<file path="config.mk">
export PLATFORM = sky130hd
export DESIGN_NAME = dns_query_name_extractor_unit
export DESIGN_NICKNAME = d
export VERILOG_FILES = /design/src/rtl/core/dqne_pkg.sv /design/src/rtl/core/dqne_front.sv /design/src/rtl/core/dqne_queue.sv /design/src/rtl/core/dqne_back.sv /design/src/rtl/core/dns_query_name_extractor_unit.sv
export SDC_FILE = /design/constraint.sdc
export NUM_CORES = 1
export LEC_CHECK = 0
export ABC_AREA = 1
export BUFFER_PORTS_ARGS = -buffer_cell sky130_fd_sc_hd__buf_2
export CAP_MARGIN = 20
export CELL_PAD_IN_SITES_DETAIL_PLACEMENT = 1
export CELL_PAD_IN_SITES_GLOBAL_PLACEMENT = 1
export CORE_ASPECT_RATIO = 0.7
export CORE_MARGIN = 2
export CORE_UTILIZATION = 25
export DETAILED_ROUTE_END_ITERATION = 10
export PLACE_DENSITY = 0.54
export SYNTH_ARGS = -nofsm -noshare
export SYNTH_HDL_FRONTEND = slang
export SYNTH_SLANG_ARGS = --single-unit
</file>
<file path="constraint.sdc">
create_clock -name clk -period 12.7 [get_ports clk]
set_clock_uncertainty 0.15 [all_clocks]
set_input_delay 1.905 -clock clk [delete_from_list [all_inputs] [get_ports clk]]
set_output_delay 1.905 -clock clk [all_outputs]
set_load 0.1 [all_outputs]
</file>
<file path="src/rtl/core/dqne_pkg.sv">
// ----------------------------------------------------------------------------
// dqne_pkg
// Types and constants shared by the DNS query name extractor modules.
// ----------------------------------------------------------------------------
`default_nettype none

package dqne_pkg;

	localparam int OFFSET_W = 11;
	localparam logic [OFFSET_W-1:0] OFFSET_MAX = {OFFSET_W{1'b1}};

	localparam logic [15:0] DNS_PORT = 16'd53;
	localparam logic [7:0]  NAME_DOT = 8'h2E;
	localparam logic [3:0]  IHL_MIN  = 4'd5;

	localparam int QUEUE_DEPTH = 4;
	localparam int QPTR_W      = $clog2(QUEUE_DEPTH);
	localparam int QCNT_W      = $clog2(QUEUE_DEPTH + 1);

	typedef enum logic [1:0] {
		PH_HEADER,
		PH_LENGTH,
		PH_LABEL,
		PH_SKIP
	} phase_t;

	// one result item as it travels from the parser to the output stage
	typedef struct packed {
		logic [7:0]  name_char;
		logic        char_valid;
		logic        name_done;
		logic        name_truncated;
		logic [47:0] source_mac;
		logic [31:0] source_ip;
	} item_t;

	typedef struct packed {
		logic full;
		logic empty;
	} q_stat_t;

endpackage

`default_nettype wire

</file>
<file path="src/rtl/core/dqne_front.sv">
// ----------------------------------------------------------------------------
// dqne_front
// Byte parser: tracks frame offset, captures MAC/IP, filters on address, port
// and opcode, and decodes the question name into result items.
// ----------------------------------------------------------------------------
`default_nettype none

module dqne_front #(
	parameter int MAX_NAME_CHARS   = 64,
	parameter int ETH_HEADER_BYTES = 14
) (
	input  wire logic                 clk,
	input  wire logic                 arst_n,
	input  wire logic [31:0]          watch_ip,
	input  wire logic                 in_valid,
	output logic                      in_ready,
	input  wire logic [7:0]           frame_byte,
	input  wire logic                 frame_end,
	input  wire dqne_pkg::q_stat_t    q_stat,
	output logic                      push,
	output dqne_pkg::item_t           push_item
);

	localparam int CHAR_W = $clog2(MAX_NAME_CHARS + 1);
	localparam int OW     = dqne_pkg::OFFSET_W;
	localparam logic [OW-1:0]     ETH      = OW'(ETH_HEADER_BYTES);
	localparam logic [OW-1:0]     IP_FIRST = OW'(ETH_HEADER_BYTES + 12);
	localparam logic [OW-1:0]     IP_LAST  = OW'(ETH_HEADER_BYTES + 15);
	localparam logic [OW-1:0]     MAC_LO   = OW'(6);
	localparam logic [OW-1:0]     MAC_HI   = OW'(11);
	localparam logic [CHAR_W-1:0] CHAR_MAX = CHAR_W'(MAX_NAME_CHARS);

	logic [OW-1:0]     off_q;
	logic [3:0]        hw_q;
	logic [47:0]       mac_q;
	logic [31:0]       ip_q;
	logic [7:0]        port_hi_q;
	dqne_pkg::phase_t  phase_q;
	logic [7:0]        left_q;
	logic [CHAR_W-1:0] chars_q;
	logic              first_q;
	logic              trunc_q;

	dqne_pkg::phase_t  phase_step;
	dqne_pkg::phase_t  phase_d;
	logic              done;
	logic              valid;
	logic [7:0]        ch;
	logic [CHAR_W-1:0] chars_d;
	logic              trunc_d;
	logic              first_d;
	logic [7:0]        left_d;
	logic [47:0]       mac_d;
	logic [31:0]       ip_d;
	logic [OW-1:0]     udp;
	logic              in_hdr;
	logic              take;
	logic              accept;

	assign in_ready = !q_stat.full;
	assign accept   = in_valid && in_ready;
	assign in_hdr   = (phase_q == dqne_pkg::PH_HEADER);
	assign udp      = ETH + {5'd0, hw_q, 2'b00};
	assign take     = (chars_q < CHAR_MAX);

	assign mac_d = (in_hdr && off_q >= MAC_LO && off_q <= MAC_HI) ?
		{mac_q[39:0], frame_byte} : mac_q;
	assign ip_d  = (in_hdr && off_q >= IP_FIRST && off_q <= IP_LAST) ?
		{ip_q[23:0], frame_byte} : ip_q;

	// next state
	always_comb begin
		phase_step = phase_q;
		unique case (phase_q)
			dqne_pkg::PH_HEADER: begin
				if (off_q == ETH) begin
					if (frame_byte[3:0] < dqne_pkg::IHL_MIN) phase_step = dqne_pkg::PH_SKIP;
				end else if (off_q > ETH) begin
					if (off_q == udp + OW'(3)) begin
						if ({port_hi_q, frame_byte} != dqne_pkg::DNS_PORT || ip_d != watch_ip)
							phase_step = dqne_pkg::PH_SKIP;
					end else if (off_q == udp + OW'(10)) begin
						if (frame_byte[6:3] != 4'd0) phase_step = dqne_pkg::PH_SKIP;
					end else if (off_q == udp + OW'(19)) begin
						phase_step = dqne_pkg::PH_LENGTH;
					end
				end
			end
			dqne_pkg::PH_LENGTH: begin
				phase_step = (frame_byte == 8'd0) ? dqne_pkg::PH_SKIP : dqne_pkg::PH_LABEL;
			end
			dqne_pkg::PH_LABEL: begin
				if (left_q == 8'd1) phase_step = dqne_pkg::PH_LENGTH;
			end
			dqne_pkg::PH_SKIP: begin
				phase_step = dqne_pkg::PH_SKIP;
			end
		endcase

		done = (phase_q == dqne_pkg::PH_LENGTH && frame_byte == 8'd0) ||
			(frame_end && (phase_step == dqne_pkg::PH_LENGTH ||
				phase_step == dqne_pkg::PH_LABEL));

		if (frame_end)
			phase_d = dqne_pkg::PH_HEADER;
		else if (done)
			phase_d = dqne_pkg::PH_SKIP;
		else
			phase_d = phase_step;
	end

	// outputs and name datapath
	always_comb begin
		valid   = 1'b0;
		ch      = 8'd0;
		chars_d = chars_q;
		trunc_d = trunc_q;
		first_d = first_q;
		left_d  = left_q;
		unique case (phase_q)
			dqne_pkg::PH_HEADER: begin
				if (off_q > ETH && off_q == udp + OW'(19)) begin
					first_d = 1'b1;
					chars_d = '0;
					trunc_d = 1'b0;
					left_d  = 8'd0;
				end
			end
			dqne_pkg::PH_LENGTH: begin
				if (frame_byte != 8'd0) begin
					if (!first_q) begin
						if (take) begin
							valid   = 1'b1;
							ch      = dqne_pkg::NAME_DOT;
							chars_d = chars_q + CHAR_W'(1);
						end else begin
							trunc_d = 1'b1;
						end
					end
					first_d = 1'b0;
					left_d  = frame_byte;
				end
			end
			dqne_pkg::PH_LABEL: begin
				if (take) begin
					valid   = 1'b1;
					ch      = frame_byte;
					chars_d = chars_q + CHAR_W'(1);
				end else begin
					trunc_d = 1'b1;
				end
				left_d = left_q - 8'd1;
			end
			dqne_pkg::PH_SKIP: begin
				valid = 1'b0;
			end
		endcase
	end

	assign push = accept && (valid || done);

	always_comb begin
		push_item.name_char      = ch;
		push_item.char_valid     = valid;
		push_item.name_done      = done;
		push_item.name_truncated = done && trunc_d;
		push_item.source_mac     = mac_d;
		push_item.source_ip      = ip_d;
	end

	always_ff @(posedge clk or negedge arst_n) begin
		if (!arst_n) begin
			off_q     <= '0;
			hw_q      <= 4'd0;
			mac_q     <= 48'd0;
			ip_q      <= 32'd0;
			port_hi_q <= 8'd0;
			phase_q   <= dqne_pkg::PH_HEADER;
			left_q    <= 8'd0;
			chars_q   <= '0;
			first_q   <= 1'b1;
			trunc_q   <= 1'b0;
		end else if (accept) begin
			if (frame_end) begin
				off_q     <= '0;
				hw_q      <= 4'd0;
				mac_q     <= 48'd0;
				ip_q      <= 32'd0;
				port_hi_q <= 8'd0;
				phase_q   <= dqne_pkg::PH_HEADER;
				left_q    <= 8'd0;
				chars_q   <= '0;
				first_q   <= 1'b1;
				trunc_q   <= 1'b0;
			end else begin
				if (off_q != dqne_pkg::OFFSET_MAX) off_q <= off_q + OW'(1);
				if (in_hdr && off_q == ETH) hw_q <= frame_byte[3:0];
				if (in_hdr && off_q > ETH && off_q == udp + OW'(2)) port_hi_q <= frame_byte;
				mac_q   <= mac_d;
				ip_q    <= ip_d;
				phase_q <= phase_d;
				left_q  <= left_d;
				chars_q <= chars_d;
				first_q <= first_d;
				trunc_q <= trunc_d;
			end
		end
	end

endmodule

`default_nettype wire

</file>
<file path="src/rtl/core/dqne_queue.sv">
// ----------------------------------------------------------------------------
// dqne_queue
// Short FIFO of result items between the parser and the output stage.
// ----------------------------------------------------------------------------
`default_nettype none

module dqne_queue (
	input  wire logic                 clk,
	input  wire logic                 arst_n,
	input  wire logic                 push,
	input  wire dqne_pkg::item_t      push_item,
	input  wire logic                 pop,
	output dqne_pkg::item_t           pop_item,
	output dqne_pkg::q_stat_t         q_stat
);

	dqne_pkg::item_t                   store_q [dqne_pkg::QUEUE_DEPTH];
	logic [dqne_pkg::QPTR_W-1:0]       wr_ptr_q;
	logic [dqne_pkg::QPTR_W-1:0]       rd_ptr_q;
	logic [dqne_pkg::QCNT_W-1:0]       count_q;

	assign q_stat.full  = (count_q == dqne_pkg::QCNT_W'(dqne_pkg::QUEUE_DEPTH));
	assign q_stat.empty = (count_q == '0);
	assign pop_item     = store_q[rd_ptr_q];

	always_ff @(posedge clk) begin
		if (push) store_q[wr_ptr_q] <= push_item;
	end

	always_ff @(posedge clk or negedge arst_n) begin
		if (!arst_n) begin
			wr_ptr_q <= '0;
			rd_ptr_q <= '0;
			count_q  <= '0;
		end else begin
			if (push) wr_ptr_q <= wr_ptr_q + dqne_pkg::QPTR_W'(1);
			if (pop)  rd_ptr_q <= rd_ptr_q + dqne_pkg::QPTR_W'(1);
			case ({push, pop})
				2'b10:   count_q <= count_q + dqne_pkg::QCNT_W'(1);
				2'b01:   count_q <= count_q - dqne_pkg::QCNT_W'(1);
				default: count_q <= count_q;
			endcase
		end
	end

endmodule

`default_nettype wire

</file>
<file path="src/rtl/core/dqne_back.sv">
// ----------------------------------------------------------------------------
// dqne_back
// Output stage: pulls items from the queue into the output register.
// ----------------------------------------------------------------------------
`default_nettype none

module dqne_back (
	input  wire logic                 clk,
	input  wire logic                 arst_n,
	input  wire dqne_pkg::q_stat_t    q_stat,
	input  wire dqne_pkg::item_t      pop_item,
	output logic                      pop,
	output logic                      out_valid,
	input  wire logic                 out_ready,
	output dqne_pkg::item_t           out_item
);

	logic            out_valid_q;
	dqne_pkg::item_t out_item_q;

	// load when the register is empty or its item leaves this cycle
	assign pop       = !q_stat.empty && (!out_valid_q || out_ready);
	assign out_valid = out_valid_q;
	assign out_item  = out_item_q;

	always_ff @(posedge clk or negedge arst_n) begin
		if (!arst_n) begin
			out_valid_q <= 1'b0;
		end else if (pop) begin
			out_valid_q <= 1'b1;
		end else if (out_ready) begin
			out_valid_q <= 1'b0;
		end
	end

	always_ff @(posedge clk) begin
		if (pop) out_item_q <= pop_item;
	end

endmodule

`default_nettype wire

</file>
<file path="src/rtl/core/dns_query_name_extractor_unit.sv">
// ----------------------------------------------------------------------------
// dns_query_name_extractor_unit
// Picks the first DNS question name out of matching Ethernet frames.
// ----------------------------------------------------------------------------
// Input channel (in_valid/in_ready) carries one frame byte per item, with
// frame_end on the last byte. Output channel (out_valid/out_ready) carries
// one name character per item, with the frame's source MAC and IP; the final
// item of a name has name_done set, plus name_truncated if characters beyond
// MAX_NAME_CHARS were dropped. Frames whose IPv4 source differs from the
// watched address, whose UDP destination port is not 53, or whose DNS opcode
// is non-zero produce nothing.
// Throughput: one byte per cycle while the queue is not full; the parser
// handles each byte as it is accepted. Each result is written into the queue
// on the edge that takes its byte, and is then moved to the output register.
// A four-item queue sits between the parser and the output register; while
// the receiver stalls the queue fills and in_ready falls once full.
// Reset clears the watched address and all parse state; in_ready is high
// straight away. The user must write the address through cfg_wr_en/cfg_wr_data
// only while the block is idle; the block itself does not enforce this.
// ----------------------------------------------------------------------------
`default_nettype none

module dns_query_name_extractor_unit #(
	parameter int MAX_NAME_CHARS   = 64,
	parameter int ETH_HEADER_BYTES = 14
) (
	input  wire logic        clk,
	input  wire logic        arst_n,
	input  wire logic        cfg_wr_en,
	input  wire logic [31:0] cfg_wr_data,
	input  wire logic        in_valid,
	output logic             in_ready,
	input  wire logic [7:0]  frame_byte,
	input  wire logic        frame_end,
	output logic             out_valid,
	input  wire logic        out_ready,
	output logic [7:0]       name_char,
	output logic             char_valid,
	output logic             name_done,
	output logic             name_truncated,
	output logic [47:0]      source_mac,
	output logic [31:0]      source_ip
);

	logic [31:0]        watch_ip_q;
	dqne_pkg::q_stat_t  q_stat;
	logic               push;
	logic               pop;
	dqne_pkg::item_t    push_item;
	dqne_pkg::item_t    pop_item;
	dqne_pkg::item_t    out_item;

	always_ff @(posedge clk or negedge arst_n) begin
		if (!arst_n) begin
			watch_ip_q <= 32'd0;
		end else if (cfg_wr_en) begin
			watch_ip_q <= cfg_wr_data;
		end
	end

	dqne_front #(
		.MAX_NAME_CHARS   (MAX_NAME_CHARS),
		.ETH_HEADER_BYTES (ETH_HEADER_BYTES)
	) u_front (
		.clk        (clk),
		.arst_n     (arst_n),
		.watch_ip   (watch_ip_q),
		.in_valid   (in_valid),
		.in_ready   (in_ready),
		.frame_byte (frame_byte),
		.frame_end  (frame_end),
		.q_stat     (q_stat),
		.push       (push),
		.push_item  (push_item)
	);

	dqne_queue u_queue (
		.clk       (clk),
		.arst_n    (arst_n),
		.push      (push),
		.push_item (push_item),
		.pop       (pop),
		.pop_item  (pop_item),
		.q_stat    (q_stat)
	);

	dqne_back u_back (
		.clk       (clk),
		.arst_n    (arst_n),
		.q_stat    (q_stat),
		.pop_item  (pop_item),
		.pop       (pop),
		.out_valid (out_valid),
		.out_ready (out_ready),
		.out_item  (out_item)
	);

	assign name_char      = out_item.name_char;
	assign char_valid     = out_item.char_valid;
	assign name_done      = out_item.name_done;
	assign name_truncated = out_item.name_truncated;
	assign source_mac     = out_item.source_mac;
	assign source_ip      = out_item.source_ip;

	// truncation is only reported on the closing item of a name
	a_trunc_on_done: assert property (@(posedge clk) disable iff (!arst_n)
		out_valid && name_truncated |-> name_done)
		else $error("truncation flag without name end");

	// an item without a character must be a name end, and carries a zero char
	a_empty_is_done: assert property (@(posedge clk) disable iff (!arst_n)
		out_valid && !char_valid |-> name_done && name_char == 8'd0)
		else $error("empty item that does not close a name");

	// nothing is written into a full queue
	a_no_push_full: assert property (@(posedge clk) disable iff (!arst_n)
		q_stat.full |-> !push)
		else $error("item pushed into full queue");

	// the output register is refilled whenever it drains with items queued
	a_drain: assert property (@(posedge clk) disable iff (!arst_n)
		!q_stat.empty && !out_valid |=> out_valid)
		else $error("queued item not moved to output");

endmodule

`default_nettype wire

</file>
==> results_dict.tcl, run 1 <==
set metrics [dict create \
    drt-total-wl_um 75200 \
    grt_max_degree 115 \
    synth_cell_types 51 \
    ctsHoldBuffers 0 \
    rows 97 \
    layout_commonest_cell "edfxtp_1" \
    clk_path_buf_depth 3 \
    status "completed" \
    crit_path_start_kind "flop" \
    fin_nets 2404 \
    switching_power_w 0.00332 \
    vias 17300 \
    finalSetupTns_ps 0 \
    cp.required_ps 12790 \
    n_fill_cell 11100 \
    coreArea_sq_mm 0.100 \
    htree_levels 3 \
    intPower_w 0.00424 \
    worst-endpoint-arrival_ps 6820 \
    dp_hpwl_um 47900 \
    syn_to_final_growth_pct 17.1 \
    fin_util_pct 29.6 \
    vdd_drop_max_mv 0.154 \
    postRouteAntennaNets 0 \
    final_cell_mix "edfxtp_1, o21ai_0, nand2_1" \
    final_layout_size_suffix_gt1_share_pct 13.0 \
    clkSinkCount 617 \
    yosys_warnings 0 \
    hp-class "reg2reg" \
    drt-initial-drc-count 1245 \
    io_buffer_count 138 \
    start_util_pct 25.3 \
    timing.rr.start "u_front.phase_q[1]$_DFFE_PN0P_" \
    synthCells 2224 \
    fmax_mhz 148 \
    crit_start "u_front.phase_q[1]$_DFFE_PN0P_" \
    cts_tree "yes" \
    post_cts_resized 0 \
    hp-start "u_queue.count_q[0]$_DFFE_PN0P_" \
    first_global_vias 18300 \
    die_y_um 270 \
    maxCapViolCount 0 \
    crit_fanout 62 \
    pwr-share-comb_pct 37.0 \
    synth.ff_latch_count 617 \
    setup_violations 0 \
    wire_per_inst_um 20.2 \
    die_w_um 385 \
    clk_pin_slew_ps 60 \
    gp_congestion 0.802 \
    ys_async_sr_fraction_pct 26.3 \
    worstSkewPairLatency_ps 630 \
    cts_buffers 66 \
    die_area_sq_mm 0.104 \
    syn_nets 2289 \
    slew_violations 0 \
    cts-root-buf "clkbuf_16" \
    grt_first_pass_wirelength_um 114000 \
    io_pins 139 \
    power_frac_seq_pct 36.9 \
    p_clk_share_pct 26.1 \
    p_sw_share_pct 43.9 \
    rsz0062_at_grt "no" \
    drc 0 \
    post_cts_buffers 0 \
    grt_usage_pct 14.4 \
    fin_crit_ps 6740 \
    power.leakage_nw 11.4 \
    fin_crit_sh_pct 53.1 \
    synth_edf_count 455 \
    synthFlopType "edfxtp_1" \
    p_per_area_mw_per_mm2 255 \
    antenna_found_initial 10 \
    vias_per_cell 4.63 \
    max_slew_margin_pct 27.7 \
    hold_violations 0 \
    gr-total-overflow 0 \
    drt_pass1_iterations 5 \
    tightest_slew_ps 1080 \
    power_w 0.00756 \
    syn_area_per_cell_sq_um 11.4 \
    syn_area_sq_mm 0.0254 \
    crit_type "reg2reg" \
    whs_ps 323 \
    critPathCaptureType "flop" \
    ys_seq_area_share_pct 69.9 \
]
==> critical path: stages, from the launching register on <==
cell and delay, ps:
dfrtp_1 440, inv_1 190, ha_1 460, inv_2 140, nor2_4 560, nand3_4 590, nand2_1 280, nand2_1 110
inv_2 110, nor2_1 50, nor2_1 100, nand2_1 60, nor2_1 150, nand2_1 90, nor2_2 160, nand3_1 90
nand2_1 70, nand2_1 60, nand2_1 80, nand2_2 60, nand3_1 110, nand3_2 130, nand3_4 110, nand2_4 130
nor2_4 830, buf_4 940
==> per-stage QoR <==
step / std cells / cell area (sq um) / setup slack (ps)
finish: 3729 / 29700 / 5960
global route: 3728 / 29700 / 5400
CTS: 3723 / 29600 / 5850
detailed placement: 3605 / 27500 / 5810
global placement: 3604 / 27500 / 5850
floorplan: 2224 / 25400 / 4280
==> logic make-up after synthesis <==
| logic type | Yosys count | share of synthesized area (%) |
|---|---|---|
| and+or+nand+nor | 685 | 11.5 |
| DFF | 617 | 69.9 |
| AOI/OAI and AO/OA | 538 | 11.7 |
| buffers and inverters | 344 | 5.28 |
| adders and majority gates | 19 | 0.967 |
| xor gates and xnor gates | 18 | 0.622 |
| muxes | 3 | 0.133 |
==> synthesized netlist by cell type (2+ instances only) <==
master | count | share of area [%]
xor2_1 | 12 | 0.41
nand2_1 | 292 | 4.3
inv_2 | 14 | 0.21
nor2_2 | 7 | 0.17
a211oi_1 | 2 | 0.059
buf_2 | 8 | 0.16
a22o_1 | 8 | 0.28
nor3_1 | 12 | 0.24
nand3_1 | 63 | 1.2
o21ai_2 | 2 | 0.069
o21a_1 | 2 | 0.059
nand2_4 | 2 | 0.089
nand2_2 | 13 | 0.32
edfxtp_1 | 455 | 54
mux2_2 | 3 | 0.13
buf_6 | 4 | 0.18
nand3_4 | 2 | 0.14
xnor2_1 | 6 | 0.21
clkbuf_1 | 91 | 1.3
a31oi_1 | 3 | 0.074
nand3b_1 | 3 | 0.089
nor2_1 | 249 | 3.7
and3_1 | 2 | 0.049
nand3_2 | 3 | 0.12
buf_4 | 2 | 0.059
nor4_1 | 5 | 0.12
o21ai_0 | 334 | 6.6
inv_1 | 216 | 3.2
o21ai_1 | 9 | 0.18
buf_1 | 6 | 0.089
dfrtp_1 | 161 | 16
nand4_1 | 28 | 0.69
nor2_4 | 2 | 0.089
o22ai_1 | 141 | 3.5
clkinv_1 | 2 | 0.030
ha_1 | 18 | 0.89
a21oi_1 | 26 | 0.51
o31ai_1 | 3 | 0.089
==> worst paths after layout <==
path                                                     to  slack (ps)  depth (start not counted)
max                        u_queue.store_q[3][52]$_DFFE_PP_        5960                         25
min                          u_queue.count_q[0]$_DFFE_PN0P_         320                          1
max reg2reg                u_queue.store_q[3][52]$_DFFE_PP_        5960                         25
min reg2reg                  u_queue.count_q[0]$_DFFE_PN0P_         320                          1
max in group asynchronous     u_front.mac_q[16]$_DFFE_PN0P_        9970                          2
min in group asynchronous        watch_ip_q[14]$_DFFE_PN0P_        1100                          1
==> cell type report <==
class | instances | area, sq um | area share (%)
antenna | 4 | 10.0 | 0.0337
clock buffer | 86 | 1810 | 6.10
clock inverter | 32 | 337 | 1.13
inverter | 233 | 880 | 2.96
multi-input combinational | 1263 | 6360 | 21.4
sequential | 617 | 17700 | 59.7
tap | 1336 | 1670 | 5.63
timing repair buffer | 158 | 907 | 3.05
==> flip-flops by register name, indices dropped and copies added (netlist names) <==
register	count
u_front.phase_q	2
u_front.off_q	11
u_queue.rd_ptr_q	2
u_front.chars_q	7
watch_ip_q	32
u_front.ip_q	32
u_front.hw_q	4
u_front.port_hi_q	8
u_back.out_valid	1
u_front.left_q	8
u_front.first_q	1
u_front.trunc_q	1
u_queue.store_q	364
u_queue.wr_ptr_q	2
u_queue.count_q	3
u_back.out_item	91
u_front.mac_q	48
==> power by group through the flow <==
stage | clock (W) | combinational [W] | sequential, W
floorplan | 0 | 0.000951 | 0.00393
CTS | 0.00203 | 0.00284 | 0.00280
finish | 0.00197 | 0.00280 | 0.00279
global route | 0.00209 | 0.00299 | 0.00283
global placement | 0 | 0.00277 | 0.00283
detailed placement | 0 | 0.00283 | 0.00284
==> routing by layer <==
metal  GRT usage (%)  routed length [um]  vias to the layer above
met2            22.2               33800                      359
met3            2.49                3100                      100
li1                -                   -                     8004
met5               0                   0                        -
met4            3.97                1560                        0
met1            20.7               36800                     8789
(Power assumes the default switching activity.)
==> inputs of run 2 (changes only) <==
==> constraint.sdc (replaced) <==
create_clock -name clk -period 6.4 [get_ports clk]
set_clock_uncertainty 0.15 [all_clocks]
set_input_delay 0.96 -clock clk [delete_from_list [all_inputs] [get_ports clk]]
set_output_delay 0.96 -clock clk [all_outputs]
set_load 0.1 [all_outputs]
==> results_dict.tcl, run 2 (same netlist as run 1, synthesis figures left out) <==
set metrics [dict create \
    p_sw_share_pct 43.9 \
    final_layout_size_suffix_gt1_share_pct 13.4 \
    grt_use_met3_pct 2.22 \
    fmax_mhz 195 \
    vdd_drop_max_mv 0.253 \
    crit_path_start_kind "flop" \
    die_w_um 385 \
    clk_path_buf_depth 3 \
    status "completed" \
    htree_levels 2 \
    drt-total-wl_um 75200 \
    reg2reg_depth 30 \
    die_y_um 270 \
    whs_ps 177 \
    placedInstanceArea_sq_mm 0.0277 \
    grt_first_pass_wirelength_um 114000 \
    drt_pass1_iterations 5 \
    finalSetupTns_ps 0 \
    worst-endpoint-arrival_ps 5500 \
    grt_max_degree 103 \
    drt-initial-drc-count 1426 \
    vias 17200 \
    largest_reg_flops 364 \
    switching_power_w 0.00652 \
    fin_crit_ps 5130 \
    cts_buffers 61 \
    grt_usage_pct 14.3 \
    p_per_area_mw_per_mm2 498 \
    start_util_pct 25.3 \
    ctsHoldBuffers 0 \
    max_stage_delay_ps 460 \
    power_frac_seq_pct 37.3 \
    power.leakage_nw 11.4 \
    final_cell_mix "edfxtp_1, o21ai_0, nand2_1" \
    setup_violations 0 \
    tightest_slew_ps 1060 \
    p_clk_share_pct 25.5 \
    rsz0062_at_grt "no" \
    hp-class "in2async" \
    place_ws_ps 1270 \
    pwr-share-comb_pct 37.2 \
    clkSinkCount 617 \
    fin_crit_sh_pct 80.2 \
    gr-total-overflow 0 \
    worstSkewPairLatency_ps 670 \
    clk_pin_slew_ps 70 \
    regMostFlops "u_queue.store_q" \
    cp_slowest_cell "ha_1" \
    syn_to_final_growth_pct 17.6 \
    drc 0 \
    die_area_sq_mm 0.104 \
    coreArea_sq_mm 0.100 \
    vias_per_cell 4.60 \
    io_pins 139 \
    rows 97 \
    fin_nets 2415 \
    cts-root-buf "clkbuf_16" \
    layout_commonest_cell "edfxtp_1" \
    intPower_w 0.00833 \
    io_buffer_count 138 \
    antenna_found_initial 4 \
    gp_congestion 0.795 \
    crit_path_frequent_cell "nand2_1" \
    post_cts_resized 0 \
    wire_per_inst_um 20.1 \
    crit_fanout 41 \
    postRouteAntennaNets 0 \
    hold_violations 0 \
    met2_usage_pct 22.2 \
    layout_setup_ws_ps 1270 \
    final_area_sq_mm 0.0298 \
    busiest_layer "met2" \
    first_global_vias 18300 \
    maxCapViolCount 0 \
    grt_util_met1_pct 21.2 \
    post_cts_buffers 0 \
    cts_tree "yes" \
    dp_hpwl_um 49300 \
    cp.required_ps 6770 \
    critPathCaptureType "flop" \
    slew_violations 0 \
    max_slew_margin_pct 28.8 \
    crit_type "reg2reg" \
]
## run 2: changes by cell type in the layout (fill, tap and decap cells not counted), moves of 2 or more
cell,change
buf_12,+9
clkinv_16,+2
buf_4,+9
clkinv_2,-5
clkinvlp_4,+4
clkbuf_8,+2
buf_16,-2
clkinv_1,-2
clkbuf_1,+4
diode_2,-2
inv_6,-2
clkbuf_16,-9
bufinv_16,+2
## run 2: metal layers
layer  routed length [um]  vias to the layer above  part of all wire, %
li1                     -                     8016                    -
met1                37600                     8823                   50
met5                    0                        -                    0
met3                 2910                       71                  3.9
met2                33600                      306                   45
met4                 1050                        0                  1.4
## run 2: area by class of cell
| type | instances | area [sq um] |
|---|---|---|
| antenna | 2 | 5.00 |
| multi-input combinational | 1263 | 6360 |
| fill | 11100 | 70400 |
| inverter | 233 | 878 |
| tap | 1336 | 1670 |
| clock inverter | 33 | 462 |
| timing repair buffer | 174 | 1100 |
| clock buffer | 83 | 1630 |
| sequential | 617 | 17700 |
## run 2: path summary, 6_finish.rpt
path,endpoint,from,slack (ps)
max in group asynchronous,u_front.mac_q[36]$_DFFE_PN0P_,arst_n,4850
min in group clk,u_queue.count_q[0]$_DFFE_PN0P_,u_queue.count_q[0]$_DFFE_PN0P_,340
max,u_queue.count_q[2]$_DFFE_PN0P_,u_front.phase_q[1]$_DFFE_PN0P_,1270
min reg2reg,u_queue.count_q[0]$_DFFE_PN0P_,u_queue.count_q[0]$_DFFE_PN0P_,340
max reg2reg,u_queue.count_q[2]$_DFFE_PN0P_,u_front.phase_q[1]$_DFFE_PN0P_,1270
min,watch_ip_q[15]$_DFFE_PN0P_,arst_n,180
## run 2: worst max-delay path: cells and delay by family, from the launching register on
| kind | cells | cell delay (ps) |
|---|---|---|
| compound gates | 2 | 260 |
| xor+xnor | 1 | 160 |
| fa+ha+maj | 3 | 1020 |
| buf+inv | 3 | 420 |
| flops | 1 | 450 |
| simple gates | 21 | 2500 |
## run 2: power groups by stage
stage               sequential, W  clock [W]  combinational, W
CTS                       0.00557    0.00389           0.00560
global route              0.00562    0.00405           0.00591
global placement          0.00564          0           0.00547
finish                    0.00554    0.00378           0.00553
detailed placement        0.00564          0           0.00559
floorplan                 0.00778          0           0.00189
## run 2: per-stage QoR
| stage | utilization [%] | total power [W] | cells |
|---|---|---|---|
| after floorplan | - | 0.00966 | 2224 |
| after global placement | 27.6 | 0.0111 | 3622 |
| after detailed placement | 27.6 | 0.0112 | 3622 |
| after CTS | 29.7 | 0.0151 | 3738 |
| after global routing | 29.8 | 0.0156 | 3739 |
| final | 29.8 | 0.0148 | 3741 |
==> inputs of run 3 (changes only) <==
--- a/config.mk
+++ b/config.mk
@@ -14,7 +14,7 @@
 export CORE_MARGIN = 2
 export CORE_UTILIZATION = 25
 export DETAILED_ROUTE_END_ITERATION = 10
-export PLACE_DENSITY = 0.54
+export PLACE_DENSITY = 0.56
 export SYNTH_ARGS = -nofsm -noshare
 export SYNTH_HDL_FRONTEND = slang
 export SYNTH_SLANG_ARGS = --single-unit
==> constraint.sdc (replaced) <==
create_clock -name clk -period 4.4 [get_ports clk]
set_clock_uncertainty 0.15 [all_clocks]
set_input_delay 0.66 -clock clk [delete_from_list [all_inputs] [get_ports clk]]
set_output_delay 0.66 -clock clk [all_outputs]
set_load 0.1 [all_outputs]
==> results_dict.tcl, run 3 (same netlist as run 1, synthesis figures left out) <==
set metrics [dict create \
    clkSinkCount 617 \
    cts_buffers 66 \
    grt_usage_pct 14.4 \
    drt-initial-drc-count 1024 \
    fin_util_pct 30.7 \
    die_area_sq_mm 0.104 \
    timing.rr.start "u_front.phase_q[1]$_DFFE_PN0P_" \
    status "completed" \
    drt_pass1_iterations 5 \
    reg2reg_setup_slack_ps 160 \
    finalSetupTns_ps 0 \
    grt_first_pass_wirelength_um 115000 \
    antenna_found_initial 7 \
    io_buffer_count 138 \
    fin_crit_sh_pct 96.3 \
    die_y_um 270 \
    fin_nets 2477 \
    vdd_drop_max_mv 0.461 \
    fmax_mhz 236 \
    final_layout_size_suffix_gt1_share_pct 17.0 \
    setup_violations 0 \
    gr-total-overflow 0 \
    p_per_area_mw_per_mm2 722 \
    maxCapViolCount 0 \
    hp-class "in2reg" \
    power.leakage_nw 11.9 \
    slew_violations 0 \
    grt_max_degree 184 \
    clk_path_buf_depth 3 \
    io_pins 139 \
    critPathCaptureType "flop" \
    placedInstanceArea_sq_mm 0.0281 \
    clk_pin_slew_ps 60 \
    worstSkewPairLatency_ps 650 \
    holdPathStages 3 \
    coreArea_sq_mm 0.100 \
    crit_path_frequent_cell "nand2_1" \
    cp.required_ps 4750 \
    vias 17600 \
    worst-endpoint-arrival_ps 4580 \
    hold_violations 0 \
    syn_to_final_growth_pct 21.5 \
    postRouteAntennaNets 0 \
    cts_tree "yes" \
    regMostFlops "u_queue.store_q" \
    worstHoldEndpoint "watch_ip_q[1]$_DFFE_PN0P_" \
    first_global_vias 18800 \
    rr_endpoint "u_queue.count_q[2]$_DFFE_PN0P_" \
    crit_fanout 5 \
    rows 97 \
    crit_type "reg2reg" \
    final_area_sq_mm 0.0308 \
    cp_slowest_cell "dfrtp_1" \
    start_util_pct 25.3 \
    final_cell_mix "edfxtp_1, o21ai_0, nand2_1" \
    gp_congestion 0.815 \
    vias_per_cell 4.64 \
    largest_reg_flops 364 \
    wire_per_inst_um 19.9 \
    drc 0 \
    max_slew_margin_pct 31.4 \
    max_stage_delay_ps 390 \
    dp_hpwl_um 48400 \
    hp-start "cfg_wr_data[1]" \
    power_w 0.0222 \
    whs_ps 95.1 \
    tightest_slew_ps 1030 \
    reg2reg_depth 32 \
    drt-total-wl_um 75700 \
    htree_levels 3 \
    crit_path_start_kind "flop" \
    die_w_um 385 \
    cts-root-buf "clkbuf_16" \
    fin_crit_ps 4240 \
    layout_commonest_cell "edfxtp_1" \
]
## run 3: cell types whose count changed in the layout (fill, tap and decap cells not counted), sizes merged
cell,change
buf,+51
clkbuf,+7
inv,+2
nand3,+2
clkinvlp,-3
clkinv,+3
dlygate4sd3,+1
## run 3: critical path: cells and delay by family, from the launching register on
kind	cells	cell delay, ps
and+or+nand+nor	19	1690
xor gates and xnor gates	1	150
adders and majority gates	3	690
buffers and inverters	6	710
DFF	1	390
AOI/OAI and AO/OA	3	300
## run 3: through the flow
stage,std cells,worst slack (ps)
after floorplan,2224,-47.0
after global placement,3658,91.4
after detailed placement,3658,87.9
after CTS,3781,29.2
after global routing,3804,-63.4
final,3804,165
## run 3: power breakdown
group / internal, W / leakage [nW] / switching (W)
sequential: 0.00758 / 6.48 / 0.000411
combinational: 0.00158 / 4.28 / 0.00676
clock: 0.00352 / 1.11 / 0.00240
total: 0.0127 / 11.9 / 0.00957
## run 3: worst max path at each step
| stage | start | endpoint | slack [ps] | cells after the start |
|---|---|---|---|---|
| after floorplan | u_front.phase_q[1]$_DFFE_PN0P_ | u_queue.store_q[0][0]$_DFFE_PP_ | -50 | 26 |
| after global placement | u_front.off_q[5]$_DFFE_PN0P_ | u_queue.count_q[2]$_DFFE_PN0P_ | 90 | 30 |
| after detailed placement | u_front.off_q[5]$_DFFE_PN0P_ | u_queue.store_q[2][11]$_DFFE_PP_ | 90 | 26 |
| after CTS | u_front.off_q[9]$_DFFE_PN0P_ | u_queue.store_q[2][15]$_DFFE_PP_ | 30 | 26 |
| after global routing | u_front.off_q[1]$_DFFE_PN0P_ | u_queue.count_q[2]$_DFFE_PN0P_ | -60 | 32 |
| final | u_front.phase_q[1]$_DFFE_PN0P_ | u_queue.count_q[2]$_DFFE_PN0P_ | 160 | 32 |
## run 3: layout make-up
| cell class | instances | area, sq um |
|---|---|---|
| fill | 11100 | 69400 |
| sequential | 617 | 17700 |
| multi-input combinational | 1265 | 6530 |
| clock buffer | 87 | 1850 |
| timing repair buffer | 229 | 1710 |
| tap | 1336 | 1670 |
| inverter | 233 | 883 |
| clock inverter | 35 | 433 |
| antenna | 2 | 5.00 |
## run 3: routing by layer
layer / global-route usage [%] / routed length [um] / vias to the layer above
met1: 19.8 / 35500 / 9044
met3: 2.62 / 3180 / 86
li1: - / - / 8154
met2: 23.2 / 35700 / 350
met4: 3.74 / 1330 / 0
met5: 0 / 0 / -
## run 3: repair_timing
action / 4_1_cts / 5_1_grt
endpoints found under the setup margin: 0 / 333
endpoints found under the hold margin: 59 / 0
resized for setup: 0 / 35
buffers inserted: 0 / 15
hold buffers: 1 / 0
